File: src/design/rsdz_isqrt.sv
// Pipelined integer square root, one result bit per register stage.
// Generic; carries a side payload and a valid bit alongside the operand.
module rsdz_isqrt #(
    parameter int IN_W  = 48,
    parameter int TAG_W = 8
) (
    input  logic                  clk,
    input  logic                  rst_n,
    input  logic                  en,
    input  logic                  in_valid,
    input  logic [IN_W-1:0]       in_value,
    input  logic [TAG_W-1:0]      in_tag,
    output logic                  out_valid,
    output logic [IN_W/2-1:0]     out_root,
    output logic [TAG_W-1:0]      out_tag
);

    localparam int OUT_W = IN_W / 2;
    localparam int REM_W = OUT_W + 3;

    logic              valid_reg [OUT_W];
    logic [REM_W-1:0]  rem_reg   [OUT_W];
    logic [OUT_W-1:0]  root_reg  [OUT_W];
    logic [IN_W-1:0]   bits_reg  [OUT_W];
    logic [TAG_W-1:0]  tag_reg   [OUT_W];

    for (genvar k = 0; k < OUT_W; k++)
    begin : g_stage
        logic              valid_in;
        logic [REM_W-1:0]  rem_in;
        logic [OUT_W-1:0]  root_in;
        logic [IN_W-1:0]   bits_in;
        logic [TAG_W-1:0]  tag_in;
        logic [REM_W-1:0]  trial;
        logic [REM_W-1:0]  test;
        logic              take;
        logic [REM_W-1:0]  rem_next;
        logic [OUT_W-1:0]  root_next;

        if (k == 0)
        begin : g_first
            assign valid_in = in_valid;
            assign rem_in   = '0;
            assign root_in  = '0;
            assign bits_in  = in_value;
            assign tag_in   = in_tag;
        end
        else
        begin : g_next
            assign valid_in = valid_reg[k-1];
            assign rem_in   = rem_reg[k-1];
            assign root_in  = root_reg[k-1];
            assign bits_in  = bits_reg[k-1];
            assign tag_in   = tag_reg[k-1];
        end

        assign trial     = {rem_in[REM_W-3:0], bits_in[IN_W-1 -: 2]};
        assign test      = {1'b0, root_in, 2'b01};
        assign take      = (trial >= test);
        assign rem_next  = take ? (trial - test) : trial;
        assign root_next = {root_in[OUT_W-2:0], take};

        always_ff @(posedge clk or negedge rst_n)
        begin
            if (!rst_n)
            begin
                valid_reg[k] <= 1'b0;
            end
            else if (en)
            begin
                valid_reg[k] <= valid_in;
            end
        end

        always_ff @(posedge clk)
        begin
            if (en)
            begin
                rem_reg[k]  <= rem_next;
                root_reg[k] <= root_next;
                bits_reg[k] <= {bits_in[IN_W-3:0], 2'b00};
                tag_reg[k]  <= tag_in;
            end
        end
    end

    assign out_valid = valid_reg[OUT_W-1];
    assign out_root  = root_reg[OUT_W-1];
    assign out_tag   = tag_reg[OUT_W-1];

endmodule

File: config.mk
export PLATFORM = sky130hd
export DESIGN_NAME = rsdz_isqrt
export DESIGN_NICKNAME = d
export VERILOG_FILES = /design/src/design/rsdz_isqrt.sv
export SDC_FILE = /design/constraint.sdc
export NUM_CORES = 2
export LEC_CHECK = 0
export BUFFER_PORTS_ARGS = -buffer_cell sky130_fd_sc_hd__buf_2
export CAP_MARGIN = 15
export CORE_ASPECT_RATIO = 1.1
export CORE_MARGIN = 2
export CORE_UTILIZATION = 28
export CTS_BUF_LIST = sky130_fd_sc_hd__clkbuf_4 sky130_fd_sc_hd__clkbuf_8 sky130_fd_sc_hd__clkbuf_16
export DETAILED_ROUTE_END_ITERATION = 8
export GPL_TIMING_DRIVEN = 0
export PLACE_DENSITY = 0.39
export SLEW_MARGIN = 20
export SYNTH_ARGS = -nofsm -noshare
export SYNTH_HDL_FRONTEND = slang
export SYNTH_SLANG_ARGS = --single-unit
File: constraint.sdc
create_clock -name clk -period 4.59 [get_ports clk]
set_input_delay 0.2295 -clock clk [delete_from_list [all_inputs] [get_ports clk]]
set_output_delay 0.2295 -clock clk [all_outputs]
set_load 0.1 [all_outputs]
==> results.toml <==
[floorplan]
start_util_pct = 28.1
floorplan.io_pins = 93
die_y_um = 530
rows = 193
die_w_um = 482
dieArea_mm2 = 0.256
coreArea_mm2 = 0.251

[sta]
setup_ws_ns = 0.313
final.setup.tns_ns = 0
fin_skew_ns = 0.0624
rsz0062_at_grt = "false"
drv_slew = 0
clock.fmax_ghz = 0.234
hold_viol = 0
relSlewSlack_pct = 29.4
setup_violations = 0
fin_crit_ns = 4.28
tightest_slew_ns = 1.05
finalCritPeriodShare_pct = 93.2

[power]
irDropWorstVdd_mv = 0.268
static-leakage-power_nw = 30.9
powerDensity_mw_per_mm2 = 496

[critical_path]
rrSetupSlack_ns = 0.31
endpoint_kind = "register"
slowest_delay_ns = 0.68
worst-path-buf-inv = 2
start_kind = "register"
worstPathArrival_ns = 4.80
crit_required_ns = 5.11
path_class = "reg -> reg"
r2r_cells = 11
cp_max_fo = 10
critPathSlowestCell = "o21ai_0"
worstReg2RegEnd = "rem_reg[2][81]"
cp_top_family = "compound AO/OA/AOI/OAI gates"
cp_cell_sequence = "inv_1, ha_1, o21a_1, o22ai_1, o21ai_0, a31oi_1, o21ai_0, a211o_1, nor2_2, clkbuf_2, xnor2_1"
regToRegStartpoint = "root_reg[2][48]"
crit_top_cell = "o21ai_0"

[cts]
insertion_delay_ns = 0.87
cts_sinks = 1610
htreeDepth = 4
root_buffer = "clkbuf_16"
clkTransAtPathRegs_ns = 0.06
cts_tree = "done"
cts.path.max_buffers = 4
numCtsBuffers = 197

[global_route]
grt_overflow = 0
antenna_found_initial = 1
busiest_layer = "met2"
met2_usage_pct = 18.9
grt_pass1_wl_um = 226000
grt_pass1_vias = 40322
grt_usage_pct = 11.1
grt_use_met1_pct = 13.8
grt_start_max_net_pins = 140
met3_usage_pct = 1.79

[routing]
vias_per_cell = 4.40
drt-initial-drc-count = 2330
num_vias = 39417
wl_um = 144000
drc = 0
dr.pass1.iters = 5
wl_per_cell_um = 16.1
antenna_left = 0

[cells_and_area]
largest_register_ffs = 552
multiInputGateArea_mm2 = 0.0203
regArea_mm2 = 0.0482
nNetsFinal = 5881
drive_above_1_share_pct = 9.28
area_growth_pct = 17.1
fill_cells = 24712
final_cell_mix = "edfxtp_1, inv_1, nand2_1, ha_1, nor2_1"
final_common_cell = "edfxtp_1"

[logic_synthesis]
synth_largest_area_cell = "edfxtp_1"
syn-cell-area_mm2 = 0.0704
synthCells = 5114
syn_avg_cell_area_um2 = 13.8
synth_warnings = 0
synth_top_area_share_pct = 67.6
async_flop_share_pct = 1.49
yosys-top-cells-area = "edfxtp_1, ha_1, xor2_1"
ys_ff_latch = 1610
synth_flop_cell = "edfxtp_1"
netlist-cell-type-count = 77
synth-seq-area-share_pct = 68.5
syn_nets = 5499
synth_edf_count = 1586

[placement]
place.gp.congestion = 0.840
post-place-ws_ns = -0.219
hpwl_um = 100000
io_buffers = 92

[run]
maxCapViolCount = 0

[worst_hold_path]
min_to = "bits_reg[0][32]"
hold_class = "in -> reg"
hp-start = "in_value[32]"
hold_depth = 2

[status]
status = "complete, no violations"
==> cells by family (layout without fill, tap and decap cells) <==
family,count (synthesis),in the layout,share of synthesized area [%]
buf+inv,502,1026,2.72
xor+xnor,452,452,5.62
compound gates,927,927,7.93
flops,1610,1610,68.5
other cells,1,3,0.00532
simple gates,1237,1237,8.55
mux,60,60,0.948
fa+ha+maj,325,325,5.77
==> cells in the mapped netlist, types with 66 or more instances <==
| cell type | count |
|---|---|
| nand3_1 | 69 |
| o21ai_0 | 292 |
| nor4_1 | 66 |
| xor2_1 | 244 |
| clkbuf_1 | 79 |
| xnor2_1 | 208 |
| nor3_1 | 124 |
| nand2_1 | 346 |
| edfxtp_1 | 1586 |
| a21o_1 | 94 |
| nor2_1 | 299 |
| ha_1 | 325 |
| inv_1 | 414 |
| a21oi_1 | 287 |
==> per-layer routing <==
metal	routed length, um	up-vias	share of wire (%)
met5	0	-	0
met4	6400	0	4.5
met3	5460	315	3.8
met2	69100	582	48
met1	62800	18861	44
li1	-	19659	-
==> power breakdown <==
part	internal (mW)	switching (mW)
Clock	9.10	6.03
Sequential	18.4	0.967
Combinational	2.66	3.83
==> worst max-delay path by stage <==
stage               startpoint              endpoint  slack (ns)  cells past startpoint
2_1_floorplan  rem_reg[0][172]       rem_reg[0][198]        1.16                     10
3_3_place_gp                en  g_stage[21].valid_in      -23.94                      4
3_5_place_dp   root_reg[2][49]        rem_reg[2][84]       -0.22                     12
4_1_cts        root_reg[2][49]        rem_reg[2][83]        0.14                     11
5_1_grt        root_reg[2][49]        rem_reg[2][83]        0.05                     11
6_report       root_reg[2][48]        rem_reg[2][81]        0.31                     11
==> through the flow <==
stage | util [%] | instance area (um2) | hold slack [ns] | power (mW) | std cells
after floorplan | - | 70400 | -0.0661 | 23.9 | 5114
after global placement | 29.9 | 75100 | 0.232 | 26.8 | 8521
after detailed placement | 30.1 | 75500 | 0.248 | 26.1 | 8536
after CTS | 32.9 | 82500 | 0.00107 | 41.8 | 8951
after global routing | 32.9 | 82500 | 0.0492 | 43.3 | 8954
final | 32.9 | 82500 | 0.0884 | 41.0 | 8955
==> final cells by class <==
| type | instances | area share [%] |
|---|---|---|
| antenna | 2 | 0.00607 |
| buffer | 87 | 0.435 |
| clock buffer | 249 | 6.49 |
| clock inverter | 92 | 1.08 |
| inverter | 415 | 1.89 |
| multi-input combinational | 3002 | 24.6 |
| sequential | 1610 | 58.5 |
| tap | 3315 | 5.03 |
| timing repair buffer | 183 | 1.96 |
==> timing repair <==
action / 4_1_cts / 5_1_grt
setup endpoints to repair: 14 / 4
hold endpoints to repair: 141 / 24
gates cloned: 0 / 0
buffers inserted: 0 / 0
resized for setup: 4 / 3
hold buffers: 74 / 1
Note: power is estimated with default switching activity, not from simulation.
