File: config.mk
export PLATFORM = sky130hd
export DESIGN_NAME = rsdz_div
export DESIGN_NICKNAME = d
export VERILOG_FILES = /design/src/design/rsdz_div.sv
export SDC_FILE = /design/constraint.sdc
export NUM_CORES = 2
export LEC_CHECK = 0
export BUFFER_PORTS_ARGS = -buffer_cell sky130_fd_sc_hd__buf_4
export CAP_MARGIN = 30
export CORE_MARGIN = 1.5
export CORE_UTILIZATION = 45
export DETAILED_ROUTE_END_ITERATION = 8
export SLEW_MARGIN = 20
export SYNTH_ARGS = -nofsm -noshare
export SYNTH_HDL_FRONTEND = slang
export SYNTH_SLANG_ARGS = --single-unit
File: constraint.sdc
create_clock -name clk -period 3.6 [get_ports clk]
set_clock_uncertainty 0.2 [all_clocks]
set_input_delay 0.18 -clock clk [delete_from_list [all_inputs] [get_ports clk]]
set_output_delay 0.18 -clock clk [all_outputs]
set_load 0.1 [all_outputs]
File: src/design/rsdz_div.sv
// Pipelined restoring divider, one quotient bit per register stage, with a
// saturation flag for quotients that do not fit. Generic; no package needed.
module rsdz_div #(
    parameter int NUM_W = 39,
    parameter int DEN_W = 15,
    parameter int Q_W   = 23,
    parameter int TAG_W = 8
) (
    input  logic              clk,
    input  logic              rst_n,
    input  logic              en,
    input  logic              in_valid,
    input  logic [NUM_W-1:0]  in_num,
    input  logic [DEN_W-1:0]  in_den,
    input  logic [TAG_W-1:0]  in_tag,
    output logic              out_valid,
    output logic [Q_W-1:0]    out_quot,
    output logic              out_sat,
    output logic [TAG_W-1:0]  out_tag
);

    localparam int HI_W  = NUM_W - Q_W;
    localparam int CMP_W = (HI_W > DEN_W) ? HI_W : DEN_W;

    logic              valid_reg [Q_W];
    logic [NUM_W-1:0]  rem_reg   [Q_W];
    logic [DEN_W-1:0]  den_reg   [Q_W];
    logic [Q_W-1:0]    quot_reg  [Q_W];
    logic              sat_reg   [Q_W];
    logic [TAG_W-1:0]  tag_reg   [Q_W];

    logic [CMP_W-1:0]  num_hi;
    logic [CMP_W-1:0]  den_ext;
    logic              sat_first;

    // The quotient overflows Q_W bits exactly when num / 2^Q_W >= den.
    assign num_hi    = CMP_W'(in_num[NUM_W-1:Q_W]);
    assign den_ext   = CMP_W'(in_den);
    assign sat_first = (num_hi >= den_ext);

    for (genvar k = 0; k < Q_W; k++)
    begin : g_stage
        localparam int J = Q_W - 1 - k;

        logic              valid_in;
        logic [NUM_W-1:0]  rem_in;
        logic [DEN_W-1:0]  den_in;
        logic [Q_W-1:0]    quot_in;
        logic              sat_in;
        logic [TAG_W-1:0]  tag_in;
        logic [NUM_W-1:0]  den_shift;
        logic              take;
        logic [NUM_W-1:0]  rem_next;

        if (k == 0)
        begin : g_first
            assign valid_in = in_valid;
            assign rem_in   = in_num;
            assign den_in   = in_den;
            assign quot_in  = '0;
            assign sat_in   = sat_first;
            assign tag_in   = in_tag;
        end
        else
        begin : g_next
            assign valid_in = valid_reg[k-1];
            assign rem_in   = rem_reg[k-1];
            assign den_in   = den_reg[k-1];
            assign quot_in  = quot_reg[k-1];
            assign sat_in   = sat_reg[k-1];
            assign tag_in   = tag_reg[k-1];
        end

        assign den_shift = NUM_W'(den_in) << J;
        assign take      = (rem_in >= den_shift);
        assign rem_next  = take ? (rem_in - den_shift) : rem_in;

        always_ff @(posedge clk or negedge rst_n)
        begin
            if (!rst_n)
            begin
                valid_reg[k] <= 1'b0;
            end
            else if (en)
            begin
                valid_reg[k] <= valid_in;
            end
        end

        always_ff @(posedge clk)
        begin
            if (en)
            begin
                rem_reg[k]  <= rem_next;
                den_reg[k]  <= den_in;
                quot_reg[k] <= {quot_in[Q_W-2:0], take};
                sat_reg[k]  <= sat_in;
                tag_reg[k]  <= tag_in;
            end
        end
    end

    assign out_valid = valid_reg[Q_W-1];
    assign out_quot  = quot_reg[Q_W-1];
    assign out_sat   = sat_reg[Q_W-1];
    assign out_tag   = tag_reg[Q_W-1];

endmodule

==> metrics.txt <==
Initial DRC Count 3,409; register area share after synthesis 64.7%; fin. max-slew vios 0; fin nets 6,973; FF+latch area 50,800 um^2; share of the synthesized area in the top cell type 64.0%; area of the mapped netlist 78,500 um^2; WP data arrival 3.90 ns; gr ovfl total 0; Post-synth ARST share 1.36%; final antenna-violating net count 0; fin cells 9,001; num rows 153; # DRC 0; Pre-Repair DR Iteration Count 6; Seq cells post-synth 1,694; Critical Path Fanout Max 6; CTS Buffer Depth 3; starting density of the core 45.2%; CTS tree done; area taken by multi-input logic gates 26,000 um^2; Mapped Nets 6,397; most frequent cell after synthesis edfxtp_1; relative slew slack 49.4%; layout cells sized above 1 11.6%; worst setup path category register to register; type of the worst min-delay path input port to register; post-route minimum period 3.53 ns; Crit. End Element register; initial antenna violation count 2; Top delay family on crit path compound AO/OA/AOI/OAI gates; Place WS -0.164 ns; most area-consuming cells after synthesis edfxtp_1 (64%), ha_1 (5.7%), xor2_1 (2.9%); Least-Margin Pin Slew 0.760 ns; Die H 421 um; Leakage 34.0 nW; final setup fails 0; clk sink count 1,694; FMAX 284 MHz; Hold Slack 0.0793 ns; vias per cell 5.35; type of origin of the critical path register; Largest register FFs 858; Fin. Hold Viols 0; first-pass GRT wire length 257 mm; Core Box Area 173,000 um^2; PortBufs 98; Tot GR Track Use 18.5%; root buffer cell clkbuf_16; total die area 177,000 um^2; Yosys warnings 0; Area Growth Syn to Fin 16.9%; Clock transition at path regs 0.06 ns; Cells after Synth 5,949; Ports 99; Clock Latency Late Sink 0.83 ns; Max H-tree Level 4; worst setup margin 0.0741 ns; Synth top cells by count edfxtp_1 (1,671), inv_1 (458), nand2_1 (394), ha_1 (360), nor2_1 (347); crit share post-route 97.9%; Netlist cell types 95; Top FF cell, synth edfxtp_1; Largest stage delay, worst path 0.58 ns; HPWL Detailed 119 mm; WL final 165 mm; cells along the critical path inv_2 > ha_4 > nor2b_4 > o31a_1 > o41a_1 > or4_4 > a31oi_1 > buf_4 > and2_4 > buf_8 > mux2_4; max_cap viols 0; Syn Area/Cell 13.2 um^2; Tot Pwr 64.4 mW; number of enable flip-flop cells after synthesis 1,671; largest net degree at the start of global routing 129; Die W 421 um; average wire per standard cell 18.3 um; vias in the first global route 47.7k; slowest cell on the critical path or4_4; Num CTS Buffers 179; RSZ-0062 raised after global routing true; status finished, final reports clean; Peak supply drop 0.000564 V; via count 48.2k; fillers 14.5k; leading area contributor after synthesis edfxtp_1; Placed Cells 8,513; Final GP Congestion 0.915; CP required 3.98 ns; WP buf/inv 3; PwrDens 702 nW/um^2
==> cell families after synthesis <==
logic type      synth area share, %
flops                          64.7
xor+xnor                       5.50
simple gates                   10.7
mux                            1.05
buf+inv                        2.68
compound gates                 9.09
fa+ha+maj                      6.30
==> per-layer routing <==
layer / up-vias / GRT usage (%) / share of wire (%)
met4: 0 / 7.75 / 4.0
met3: 352 / 2.98 / 4.8
met1: 23205 / 23.6 / 43
met2: 1132 / 31.4 / 48
met5: - / 0 / 0
li1: 23479 / - / -
==> path summary, 6_finish.rpt <==
path | slack [ns] | cells after the start | startpoint | endpoint
min in group asynchronous | 0.29 | 4 | rst_n | g_stage[22].valid_in
worst max register to register | 0.07 | 11 | den_reg[3][46] | rem_reg[4][12]
worst max-delay path | 0.07 | 11 | den_reg[3][46] | rem_reg[4][12]
worst min-delay path | 0.08 | 3 | in_num[37] | rem_reg[0][37]
worst min register to register | 0.20 | 0 | quot_reg[3][5] | quot_reg[3][29]
max in group asynchronous | 2.56 | 4 | rst_n | g_stage[15].valid_in
==> metrics by stage <==
stage	TNS, ns	utilization, %	instance area (um^2)
finish	0	52.9	91800
global route	-0.101	52.9	91700
CTS	0	52.7	91400
detailed placement	-1.14	48.4	83900
global placement	-0.843	48.4	83900
floorplan	0	-	78500
==> worst reg2reg max path: stages, from the launching register on <==
cell and delay [ns]:
edfxtp_1 0.40, inv_2 0.09, ha_4 0.20, nor2b_4 0.12, o31a_1 0.32, o41a_1 0.46, or4_4 0.58, a31oi_1 0.18
buf_4 0.14, and2_4 0.15, buf_8 0.13, mux2_4 0.30
==> where the power goes <==
group / switching, mW / internal, mW / leakage (nW)
Combinational: 9.84 / 7.59 / 14.7
Clock: 7.74 / 11.0 / 2.94
Sequential: 2.28 / 26.0 / 16.4
Total: 19.9 / 44.5 / 34.0
==> cell usage in the layout, fill, tap and decap left out, types with 21 or more instances in the layout <==
cell,Yosys,routed
xnor2_1,237,237
xor2_1,256,256
or4_1,50,47
nand2b_1,72,72
a211oi_1,36,33
nor4b_1,29,27
clkbuf_16,0,180
buf_4,0,314
and3_1,26,26
bufinv_16,0,24
o21ai_1,28,30
nand4_1,63,63
o21ai_0,320,315
nor2b_1,68,64
o31a_1,27,27
nand2_1,394,394
o31ai_1,45,43
nor2_1,347,344
buf_12,0,24
ha_1,360,358
dfrtp_1,23,23
o211ai_1,28,28
nor3_1,136,135
a21o_1,102,102
inv_1,458,457
a21oi_1,317,314
clkbuf_1,79,30
dlygate4sd3_1,0,142
fa_1,22,21
mux2_2,61,61
edfxtp_1,1671,1671
nand4b_1,22,22
clkinv_2,0,35
nor4_1,128,119
a31oi_1,28,27
o21a_1,60,60
or3_1,47,47
nand3_1,100,100
clkinv_1,0,36
==> repair_timing <==
item | in CTS | in global routing
cloned | 0 | 2
endpoints found under the hold margin | 492 | 23
pin swaps | 2 | 13
buffers inserted | 1 | 9
setup endpoints to repair | 23 | 103
gates resized for setup | 8 | 60
hold buffers | 142 | 1
==> area by class of cell <==
cell class	instances	area share, %
well taps	2325	3.17
flip-flops and latches	1694	55.3
repair buffers	488	4.76
diodes	1	0.00273
multi-input cells	3703	28.3
clock buffers	210	5.02
clock inverters	121	1.56
inverters	459	1.88
(Power assumes the default switching activity.)
